**src/rtl/core/epsl_pkg.sv**
```systemverilog
// Shared types, codes and constants of the encoder position speed loop.
package epsl_pkg;

   typedef logic [1:0] op_type;

   localparam op_type OP_EDGE  = 2'd0;
   localparam op_type OP_TICK  = 2'd1;
   localparam op_type OP_SPEED = 2'd2;
   localparam op_type OP_CLEAR = 2'd3;

   localparam int CSR_INDEX_W = 3;
   localparam int CSR_DATA_W  = 16;

   typedef logic [CSR_INDEX_W-1:0] csr_index_type;

   localparam csr_index_type CSR_GAIN           = 3'd0;
   localparam csr_index_type CSR_SPEED_LIMIT    = 3'd1;
   localparam csr_index_type CSR_PERIOD_TICKS   = 3'd2;
   localparam csr_index_type CSR_MOTOR_INVERT   = 3'd3;
   localparam csr_index_type CSR_ENCODER_INVERT = 3'd4;

   typedef struct packed {
      logic [7:0]  gain;
      logic [14:0] speed_limit;
      logic [15:0] period_ticks;
      logic        motor_invert;
      logic        encoder_invert;
   } cfg_type;

   localparam logic [7:0]  GAIN_RESET   = 8'd1;
   localparam logic [14:0] LIMIT_RESET  = 15'd32767;
   localparam logic [15:0] PERIOD_RESET = 16'd10;

   localparam int DRIVE_LIMIT = 255;

   typedef logic signed [8:0] drive_err_type;

   typedef struct packed {
      logic          valid;
      drive_err_type err;
   } stage_type;

endpackage

```
**src/rtl/core/epsl_csr.sv**
```systemverilog
// Configuration register file with write decode.
module epsl_csr (
   input  logic                           clock,
   input  logic                           reset,
   input  logic                           csr_wr_en,
   input  epsl_pkg::csr_index_type        csr_index,
   input  logic [epsl_pkg::CSR_DATA_W-1:0] csr_wdata,
   output epsl_pkg::cfg_type              cfg
);
   import epsl_pkg::*;

   cfg_type cfg_ff;
   cfg_type cfg_in;

   always_comb begin
      cfg_in = cfg_ff;
      if (csr_wr_en) begin
         unique case (csr_index)
            CSR_GAIN:           cfg_in.gain           = csr_wdata[7:0];
            CSR_SPEED_LIMIT:    cfg_in.speed_limit    = csr_wdata[14:0];
            CSR_PERIOD_TICKS:   cfg_in.period_ticks   = csr_wdata[15:0];
            CSR_MOTOR_INVERT:   cfg_in.motor_invert   = csr_wdata[0];
            CSR_ENCODER_INVERT: cfg_in.encoder_invert = csr_wdata[0];
            default:            cfg_in = cfg_ff;
         endcase
      end
   end

   always_ff @(posedge clock) begin
      if (reset) begin
         cfg_ff.gain           <= GAIN_RESET;
         cfg_ff.speed_limit    <= LIMIT_RESET;
         cfg_ff.period_ticks   <= PERIOD_RESET;
         cfg_ff.motor_invert   <= 1'b0;
         cfg_ff.encoder_invert <= 1'b0;
      end else begin
         cfg_ff <= cfg_in;
      end
   end

   assign cfg = cfg_ff;

endmodule

```
**src/rtl/core/epsl_state.sv**
```systemverilog
// Loop state update and clipped position error stage.
module epsl_state #(
   parameter int POS_WIDTH = 32
) (
   input  logic                clock,
   input  logic                reset,
   input  epsl_pkg::cfg_type   cfg,
   input  logic                req_valid,
   output logic                req_ready,
   input  epsl_pkg::op_type    req_op,
   input  logic                req_enc_b,
   input  logic signed [15:0]  req_speed,
   input  logic                stage_take,
   output epsl_pkg::stage_type stage
);
   import epsl_pkg::*;

   localparam logic signed [POS_WIDTH-1:0] ERR_HI = POS_WIDTH'(DRIVE_LIMIT);
   localparam logic signed [POS_WIDTH-1:0] ERR_LO = -ERR_HI;

   logic signed [POS_WIDTH-1:0] pos_err_ff, pos_err_in;
   logic signed [15:0]          speed_ff, speed_in;
   logic [15:0]                 count_ff, count_in;
   logic                        valid_ff, valid_in;
   drive_err_type               clip_ff, clip_in;

   logic                        accept;
   logic signed [POS_WIDTH-1:0] step;
   logic signed [POS_WIDTH-1:0] edge_err;
   logic signed [POS_WIDTH-1:0] drive_err;
   logic signed [15:0]          lim;
   logic signed [15:0]          speed_clip;

   assign req_ready = !valid_ff || stage_take;
   assign accept    = req_valid && req_ready;
   assign step      = POS_WIDTH'(speed_ff);
   assign edge_err  = (req_enc_b ^ cfg.encoder_invert) ? pos_err_ff - POS_WIDTH'(1)
                                                      : pos_err_ff + POS_WIDTH'(1);
   assign lim       = $signed({1'b0, cfg.speed_limit});

   always_comb begin
      if (req_speed > lim) begin
         speed_clip = lim;
      end else if (req_speed < -lim) begin
         speed_clip = -lim;
      end else begin
         speed_clip = req_speed;
      end
   end

   always_comb begin
      pos_err_in = pos_err_ff;
      speed_in   = speed_ff;
      count_in   = count_ff;
      drive_err  = pos_err_ff;
      if (accept) begin
         unique case (req_op)
            OP_EDGE: begin
               pos_err_in = edge_err;
               drive_err  = edge_err;
            end
            OP_TICK: begin
               if (count_ff == 16'd0) begin
                  count_in   = cfg.period_ticks;
                  pos_err_in = pos_err_ff + step;
               end else begin
                  count_in = count_ff - 16'd1;
               end
            end
            OP_SPEED: begin
               speed_in = speed_clip;
            end
            OP_CLEAR: begin
               pos_err_in = '0;
               speed_in   = '0;
               count_in   = '0;
               drive_err  = '0;
            end
            default: begin
               pos_err_in = pos_err_ff;
            end
         endcase
      end
   end

   always_comb begin
      if (drive_err > ERR_HI) begin
         clip_in = drive_err_type'(DRIVE_LIMIT);
      end else if (drive_err < ERR_LO) begin
         clip_in = -drive_err_type'(DRIVE_LIMIT);
      end else begin
         clip_in = drive_err[8:0];
      end
   end

   assign valid_in = accept ? 1'b1 : (stage_take ? 1'b0 : valid_ff);

   always_ff @(posedge clock) begin
      if (reset) begin
         pos_err_ff <= '0;
         speed_ff   <= '0;
         count_ff   <= '0;
         valid_ff   <= 1'b0;
      end else begin
         pos_err_ff <= pos_err_in;
         speed_ff   <= speed_in;
         count_ff   <= count_in;
         valid_ff   <= valid_in;
      end
   end

   always_ff @(posedge clock) begin
      if (accept) begin
         clip_ff <= clip_in;
      end
   end

   assign stage.valid = valid_ff;
   assign stage.err   = clip_ff;

   a_clip_range: assert property (@(posedge clock) disable iff (reset)
      valid_ff |-> (clip_ff != -drive_err_type'(DRIVE_LIMIT + 1)))
      else $error("clipped error out of range");

   a_clear: assert property (@(posedge clock) disable iff (reset)
      (accept && req_op == OP_CLEAR) |=>
         (pos_err_ff == '0 && speed_ff == '0 && count_ff == '0))
      else $error("clear item left loop state");

   a_hold: assert property (@(posedge clock) disable iff (reset)
      !accept |=> ($stable(pos_err_ff) && $stable(speed_ff) && $stable(count_ff)))
      else $error("loop state moved without a word");

endmodule

```
**src/rtl/core/epsl_drive.sv**
```systemverilog
// Gain multiply, drive saturation and result register.
module epsl_drive (
   input  logic                clock,
   input  logic                reset,
   input  epsl_pkg::cfg_type   cfg,
   input  epsl_pkg::stage_type stage,
   output logic                stage_take,
   output logic                rsp_valid,
   input  logic                rsp_ready,
   output logic                rsp_reverse,
   output logic [7:0]          rsp_pwm
);
   import epsl_pkg::*;

   localparam logic signed [17:0] PROD_HI = 18'(DRIVE_LIMIT);
   localparam logic signed [17:0] PROD_LO = -PROD_HI;

   logic signed [8:0]  gain_s;
   logic signed [17:0] prod;
   drive_err_type      drive;
   drive_err_type      mag;

   logic       valid_ff, valid_in;
   logic       reverse_ff;
   logic [7:0] pwm_ff;

   assign gain_s = $signed({1'b0, cfg.gain});
   assign prod   = gain_s * stage.err;

   always_comb begin
      if (prod > PROD_HI) begin
         drive = drive_err_type'(DRIVE_LIMIT);
      end else if (prod < PROD_LO) begin
         drive = -drive_err_type'(DRIVE_LIMIT);
      end else begin
         drive = prod[8:0];
      end
   end

   assign mag = drive[8] ? -drive : drive;

   assign stage_take = stage.valid && (!valid_ff || rsp_ready);
   assign valid_in   = stage_take ? 1'b1 : (rsp_ready ? 1'b0 : valid_ff);

   always_ff @(posedge clock) begin
      if (reset) begin
         valid_ff <= 1'b0;
      end else begin
         valid_ff <= valid_in;
      end
   end

   always_ff @(posedge clock) begin
      if (stage_take) begin
         reverse_ff <= drive[8] ^ cfg.motor_invert;
         pwm_ff     <= mag[7:0];
      end
   end

   assign rsp_valid   = valid_ff;
   assign rsp_reverse = reverse_ff;
   assign rsp_pwm     = pwm_ff;

   a_zero_gain: assert property (@(posedge clock) disable iff (reset)
      (stage_take && cfg.gain == 8'd0) |=> (rsp_pwm == 8'd0))
      else $error("zero gain gave nonzero drive");

   a_take_loads: assert property (@(posedge clock) disable iff (reset)
      stage_take |=> rsp_valid)
      else $error("stage word lost on the way to the result register");

endmodule

```
**src/rtl/core/encoder_position_speed_loop_top.sv**
```systemverilog
// A word accepted is registered in the error stage, moves on to the result register
// when the drive side takes it, and can then be taken by the result side.
// Throughput: one word per cycle; ready drops only when the result register
// and the error stage both hold words that the result side has not taken.
// Reset clears the loop state, the pipeline valid bits and loads the register
// reset values; the block takes words in the first cycle after reset.
module encoder_position_speed_loop_top #(
   parameter int POS_WIDTH = 32
) (
   input  logic                            clock,
   input  logic                            reset,
   input  logic                            req_valid,
   output logic                            req_ready,
   input  epsl_pkg::op_type                req_op,
   input  logic                            req_enc_b,
   input  logic signed [15:0]              req_speed,
   output logic                            rsp_valid,
   input  logic                            rsp_ready,
   output logic                            rsp_reverse,
   output logic [7:0]                      rsp_pwm,
   input  logic                            csr_wr_en,
   input  epsl_pkg::csr_index_type         csr_index,
   input  logic [epsl_pkg::CSR_DATA_W-1:0] csr_wdata
);
   import epsl_pkg::*;

   cfg_type   cfg;
   stage_type stage;
   logic      stage_take;

   epsl_csr u_csr (
      .clock     (clock),
      .reset     (reset),
      .csr_wr_en (csr_wr_en),
      .csr_index (csr_index),
      .csr_wdata (csr_wdata),
      .cfg       (cfg)
   );

   epsl_state #(
      .POS_WIDTH (POS_WIDTH)
   ) u_state (
      .clock      (clock),
      .reset      (reset),
      .cfg        (cfg),
      .req_valid  (req_valid),
      .req_ready  (req_ready),
      .req_op     (req_op),
      .req_enc_b  (req_enc_b),
      .req_speed  (req_speed),
      .stage_take (stage_take),
      .stage      (stage)
   );

   epsl_drive u_drive (
      .clock       (clock),
      .reset       (reset),
      .cfg         (cfg),
      .stage       (stage),
      .stage_take  (stage_take),
      .rsp_valid   (rsp_valid),
      .rsp_ready   (rsp_ready),
      .rsp_reverse (rsp_reverse),
      .rsp_pwm     (rsp_pwm)
   );

endmodule

```
**config.mk**
```make
export PLATFORM = sky130hd
export DESIGN_NAME = encoder_position_speed_loop_top
export DESIGN_NICKNAME = d
export VERILOG_FILES = /design/src/rtl/core/epsl_pkg.sv /design/src/rtl/core/epsl_csr.sv /design/src/rtl/core/epsl_state.sv /design/src/rtl/core/epsl_drive.sv /design/src/rtl/core/encoder_position_speed_loop_top.sv
export SDC_FILE = /design/constraint.sdc
export NUM_CORES = 1
export LEC_CHECK = 0
export ABC_AREA = 0
export BUFFER_PORTS_ARGS = -buffer_cell sky130_fd_sc_hd__buf_4
export CAP_MARGIN = 30
export CORE_ASPECT_RATIO = 1.2
export CORE_MARGIN = 2
export CORE_UTILIZATION = 45
export CTS_CLUSTER_DIAMETER = 80
export DETAILED_ROUTE_END_ITERATION = 12
export SLEW_MARGIN = 20
export SYNTH_ARGS = -nofsm -noshare
export SYNTH_HDL_FRONTEND = slang
export SYNTH_HIERARCHICAL = 1
export SYNTH_SLANG_ARGS = --single-unit
```
**constraint.sdc**
```tcl
create_clock -name clock -period 18.3 [get_ports clock]
set_input_delay 0.915 -clock clock [delete_from_list [all_inputs] [get_ports clock]]
set_output_delay 0.915 -clock clock [all_outputs]
set_load 0.02 [all_outputs]
```
# Yosys cells after proc, flatten, opt, wreduce, memory -nomap -nowiden
# Cells that the tools add are included.
classes:
  n_reduce_logical: 23
  n_bitwise: 2
  muxes: 18
  n_lt_le_gt_ge: 6
  n_mul: 1
  n_eq_ne: 8
  addsub: 6
ops:
  columns: ["cell", "n"]
  rows:
  - ["2-to-1 mux 32 bit", 3]
  - ["case mux 32 bit (3 select lines)", 1]
  - ["case mux 16 bit (2 select lines)", 2]
  - ["case mux 32 bit (2 select lines)", 1]
  - ["2-to-1 mux 16 bit", 3]
  - ["adder 32 x 16 -> 32 bit", 1]
  - ["adder 32 x 2 -> 32 bit, second input constant", 1]
  - ["> comparator 32 x 9 -> 1 bit, second input constant", 1]
  - ["less-than comparator 32 x 9 -> 1 bit, second input constant", 1]
  - ["subtractor 32 x 2 -> 32 bit, second input constant", 1]
  - ["2-to-1 mux 9 bit", 3]
  - ["> comparator 18 x 9 -> 1 bit, second input constant", 1]
  - ["less-than comparator 18 x 9 -> 1 bit, second input constant", 1]
  - ["multiplier 9 x 9 -> 18 bit", 1]
  - ["> comparator 16 bit", 1]
  - ["logical NOT 16 bit", 1]
  - ["less-than comparator 16 bit", 1]
  - ["negator 15 -> 16 bit", 1]
  - ["subtractor 16 x 1 -> 16 bit, second input constant", 1]
  - ["AND reduction 2 bit", 7]
  - ["2-to-1 mux 8 bit", 1]
  - ["negator 8 bit", 1]
  - ["nonzero test 2 bit", 4]
  - ["equality test 3 x 2 -> 1 bit, second input constant", 2]
  - ["15 further kinds", 23]
word_totals:
  inputBits: 43
  regBits: 125

# Depth between registers and ports, before layout
logic_depth:
  ltp_word: 8
  mapped_depth: 26
  mapped_depth_nobuf: 25

# Hierarchy
# The synthesis kept the hierarchy.
by_module_without_submodules:
  columns: ["mod", "instances", "area_per_inst_um2", "cells_each", "seq_area_each_um2"]
  rows:
  - ["epsl_state", 1, 9293.9, 1264, 1571.5]
  - ["epsl_drive", 1, 3333.2, 362, 290.3]
  - ["epsl_csr", 1, 1732.9, 173, 820.8]

# Worst setup path after synthesis
# No wires, ideal clock.
synth_path:
  path_kind: "reg-to-reg"
  from: "reg u_csr.cfg_ff (netlist bit u_csr/cfg[33])"
  to: "reg u_drive.pwm_ff[6], in the netlist u_drive/rsp_pwm[6] (data pin)"
  n_path_buf: 1
  stages_incl_launch_ff: 22
  setup_ns: 0.152
  setup_slack_ns: 12.147
  arrival_ns: 6.001
  path_cell_list: "dfxtp_1 clkbuf_1 nand2b_1 fa_1 fa_1 inv_1 fa_1 fa_1 fa_1 ha_1 o21ai_0 or4b_4 a31oi_4 nor3_2 nor3_4 nand4_4 or2_4 a22oi_1 ha_1 a21oi_1 mux2_4 a22oi_2"
synth_via:
  elab_chain_len: 6
  word_cells_on_any_way: 7
  classes_between: "add/sub: 1; mul: 1; order compare: 2; mux: 3"
synth_lines:
  columns: ["item", "line_no", "source"]
  rows:
  - ["start: declaration", "epsl_csr.sv:12", "cfg_type cfg_ff;"]
  - ["start signal: assignment", "epsl_csr.sv:37", "cfg_ff <= cfg_in;"]
  - ["multiplier 9 x 9 -> 18 bit (*)", "epsl_drive.sv:28", "assign prod = gain_s * stage.err;"]
  - ["less-than comparator 18 x 9 -> 1 bit", "epsl_drive.sv:33", "end else if (prod < PROD_LO) begin"]
  - ["2-to-1 mux 9 bit", "epsl_drive.sv:33", null]
  - ["2-to-1 mux 9 bit (*)", "epsl_drive.sv:31", "if (prod > PROD_HI) begin"]
  - ["negator 8 bit", "epsl_drive.sv:40", "assign mag = drive[8] ? -drive : drive;"]
  - ["2-to-1 mux 8 bit (*)", "epsl_drive.sv:40", null]
  - ["net u_drive.mag[6]", "epsl_drive.sv:21", "drive_err_type mag;"]
  - ["end signal: assignment", "epsl_drive.sv:56", "pwm_ff <= mag[7:0];"]
  - ["end: declaration", "epsl_drive.sv:25", "logic [7:0] pwm_ff;"]
# Mark *: on every way through the listed nets, which the timed path passes. The rest lies on a longest branch.
# A chain may end at the register's enable or synchronous reset.

# Final worst setup path
layout_path:
  from: "reg u_state.clip_ff[8]"
  to: "reg u_drive.pwm_ff[6], in the netlist u_drive/rsp_pwm[6] (data pin)"
layout_via:
  elab_chain_len: 6
  word_cells_on_any_way: 7
  classes_between: "add/sub: 1; mul: 1; order compare: 2; mux: 3"
layout_lines:
  columns: ["item", "line_no", "source"]
  rows:
  - ["start: declaration", "epsl_state.sv:25", "drive_err_type clip_ff, clip_in;"]
  - ["start signal: assignment", "epsl_state.sv:114", "clip_ff <= clip_in;"]
  - ["multiplier 9 x 9 -> 18 bit (*)", "epsl_drive.sv:28", null]
  - ["less-than comparator 18 x 9 -> 1 bit", "epsl_drive.sv:33", null]
  - ["2-to-1 mux 9 bit", "epsl_drive.sv:33", null]
  - ["2-to-1 mux 9 bit (*)", "epsl_drive.sv:31", null]
  - ["negator 8 bit", "epsl_drive.sv:40", null]
  - ["2-to-1 mux 8 bit (*)", "epsl_drive.sv:40", null]
  - ["net u_drive.mag[6]", "epsl_drive.sv:21", null]
# Marked as above.

==> out/qor.yml <==
p_leak_nw: 6.83
relSlewSlack_pct: 41.5
ctsResizeCount: 0
crit_type: "register to register"
reg2reg_from: "u_state/clip_ff[8]"
cp_slowest_stage_delay_ns: 0.58
synth-compound-area-share_pct: 24.2
hold_depth: 2
via_count: 13200
min_period_over_period_pct: 36.4
cp_top_family: "adder cells"
whs_ns: 0.474
synth-simple-area-share_pct: 23.6
critPathBufInv: 1
post-route-min-period_ns: 6.67
cts.clk_slew.worst_paths_ns: 0.06
postCtsSetupRepairBufs: 0
status: "finished, final reports clean"
ant_nets: 0
synth.distinct_cells: 108
antenna_found_initial: 0
rows: 71
mostFrequentLayoutCells: "nor2_1, nand2_1, ha_1, a21oi_1, dfxtp_1"
synth_flop_cell: "dfxtp_1"
rsz0062_at_grt: "false"
syn_inst: 1799
gp_congestion: 0.902
ff2ff_setup_slack_ns: 11.63
hold_buffers: 0
clock_path_buffers: 2
initial_core_util_pct: 45.8
worstMarginPinSlew_ns: 0.878
finalHoldViolCount: 0
p_sw_w: 0.000624
wl_per_cell_um: 17.8
overflow: 0
antenna_cells: 0
critPathSlowestCell: "a311oi_1"
grtUsageTotal_pct: 23.4
cts.sinks: 125
first_pass_iters: 5
maxSlewViolCount: 0
fin_setup_tns_ns: 0
synth_nets: 2041
yosys.area_share.adder_pct: 19.7
die_h_um: 200
drt_iter0_drc: 974
end_kind: "register"
ioPinCount: 54
wirelength_mm: 39.5
grt_start_max_net_pins: 83
seqPwrFrac_pct: 24.8
irDropWorstVdd_mv: 0.164
regArea_mm2: 0.00268
post-route-drc-count: 0
cts_max_level: 4
cpMostUsedCell: "fa_1"
cts_tree: "done"
pwr-share-clk_pct: 24.9
path_cells: "nand2b_1 > fa_1 > fa_1 > inv_1 > fa_1 > fa_1 > fa_1 > ha_1 > or2_4 > o221a_4 > o2111a_1 > a311oi_1 > and4_1 > nand2_1 > a22oi_1 > ha_1 > a21oi_1 > mux2_4 > a22oi_2"
worstPathRequired_ns: 18.58
post-dp-hpwl_mm: 30.1
fmax_mhz: 150
syn_to_final_growth_pct: 8.60
grt_pass1_vias: 12700
synthXorXnorAreaFrac_pct: 4.24
ys_seq_area_share_pct: 18.7
p_comb_share_pct: 50.3
synth_edf_count: 18
fillerInstances: 3117
via_per_inst: 5.96
min_to: "u_state/count_ff[9]"
maxCapViolCount: 0
synth_top_family_by_area: "compound AO/OA/AOI/OAI gates"
r2r_end: "u_drive/rsp_pwm[6]"
hp-class: "register to register"
yosys_register_bits: 125
yosys_warnings: 6
sw_frac_of_total_pct: 44.4
syn_area_per_cell_um2: 7.98
powerDensity_mw_per_mm2: 90.2
hold_start: "u_state/count_ff[9]"
final_layout_size_suffix_gt1_share_pct: 8.99
async_reset_ff_share_pct: 0
setup_violations: 0
worstPathArrival_ns: 6.94
path_max_fanout: 10
die-area_mm2: 0.0334
p_int_w: 0.000782
synth_area_mm2: 0.0144
startpoint_type: "register"
layout_commonest_cell: "nor2_1"
r2r_cells: 19
multiInputGateArea_mm2: 0.0109
nets: 2043
grt_pass1_wl_mm: 64.2
core-area_mm2: 0.0314
clk_latency_ns: 0.43
die_w_um: 167
io_buffers: 53
numCtsBuffers: 17
finalClockSkew_ns: 0.00908
synthMuxAreaShare_pct: 4.16
cts_root_buf: "clkbuf_16"
## flip-flops by register name, indices dropped and copies added (netlist names)
| name | count |
|---|---|
| u_state/valid_ff | 1 |
| u_state/clip_ff | 9 |
| u_drive/rsp_reverse | 1 |
| u_drive/rsp_valid | 1 |
| u_drive/rsp_pwm | 8 |
| u_state/pos_err_ff | 32 |
| u_state/count_ff | 16 |
| u_state/speed_ff | 16 |
| u_csr/cfg | 41 |
## stage by stage
step	total power, W	area (um^2)	setup slack (ns)	cells	util [%]
4_1_cts	0.00140	15600	11.63	2214	49.7
6_report	0.00141	15600	11.63	2214	49.7
5_1_grt	0.00151	15600	11.30	2214	49.7
2_1_floorplan	0.000890	14400	12.15	1799	-
3_3_place_gp	0.00104	15000	11.83	2183	47.8
3_5_place_dp	0.00105	15000	11.66	2183	47.8
## cells by family after synthesis
group                      after synthesis
and+or+nand+nor                        664
AOI/OAI and AO/OA                      498
adders and majority gates              199
buffers and inverters                  186
DFF                                    125
xor gates and xnor gates                68
muxes                                   59
## Yosys cell counts, types with 17 or more instances
master	n	area, um^2
nor2_1	174	653
and2_1	51	319
xnor2_1	41	359
ha_1	154	1930
nand2_1	155	582
dfxtp_1	107	2140
edfxtp_1	18	541
fa_1	45	901
xor2_1	26	228
a21o_1	25	188
o21ai_0	85	425
a21oi_1	126	631
or3_1	18	113
o21a_1	25	188
nor3_1	57	285
nand3_1	36	180
nand2b_1	47	294
inv_1	102	383
nor4_1	17	106
mux2i_1	57	571
a31oi_1	23	144
clkbuf_1	54	203
nand4_1	21	131
a211oi_1	29	218
## tightest hold or removal path, stage by stage (launching register included)
cell     delay [ns]
dfxtp_1        0.32
nand2_1        0.06
a21oi_1        0.05
## cell type report
| cell class | instances | area share, % |
|---|---|---|
| multi-input cells | 1488 | 70.1 |
| well taps | 401 | 3.22 |
| flip-flops and latches | 125 | 17.2 |
| repair buffers | 66 | 3.18 |
| clock buffers | 20 | 3.00 |
| inverters | 103 | 2.48 |
| clock inverters | 11 | 0.834 |
## worst max-delay path by stage
stage / to / cells after the start / slack, ns / start
after floorplan: u_drive/rsp_pwm[6] / 21 / 12.15 / u_csr/cfg[33]
after global placement: u_drive/rsp_pwm[6] / 19 / 11.83 / u_state/clip_ff[8]
after detailed placement: u_drive/rsp_pwm[6] / 19 / 11.66 / u_state/clip_ff[8]
after CTS: u_drive/rsp_pwm[6] / 19 / 11.63 / u_state/clip_ff[8]
after global routing: u_drive/rsp_pwm[6] / 19 / 11.30 / u_state/clip_ff[8]
final: u_drive/rsp_pwm[6] / 19 / 11.63 / u_state/clip_ff[8]
## power groups by stage
stage / clock network, W / logic [W] / registers [W]
global route: 0.000368 / 0.000788 / 0.000353
CTS: 0.000356 / 0.000698 / 0.000348
detailed placement: 0 / 0.000692 / 0.000354
global placement: 0 / 0.000683 / 0.000353
floorplan: 0 / 0.000551 / 0.000339
finish: 0.000351 / 0.000707 / 0.000348
## layer usage
metal,track usage (%),share of wire (%),vias up,wire length [um]
li1,-,-,6570,-
met1,30.3,46,6289,18300
met2,41.1,49,282,19200
met3,2.44,3.1,51,1210
met4,7.12,2.0,0,786
met5,0,0,-,0
No activity file was read; power rests on OpenSTA's default activity.
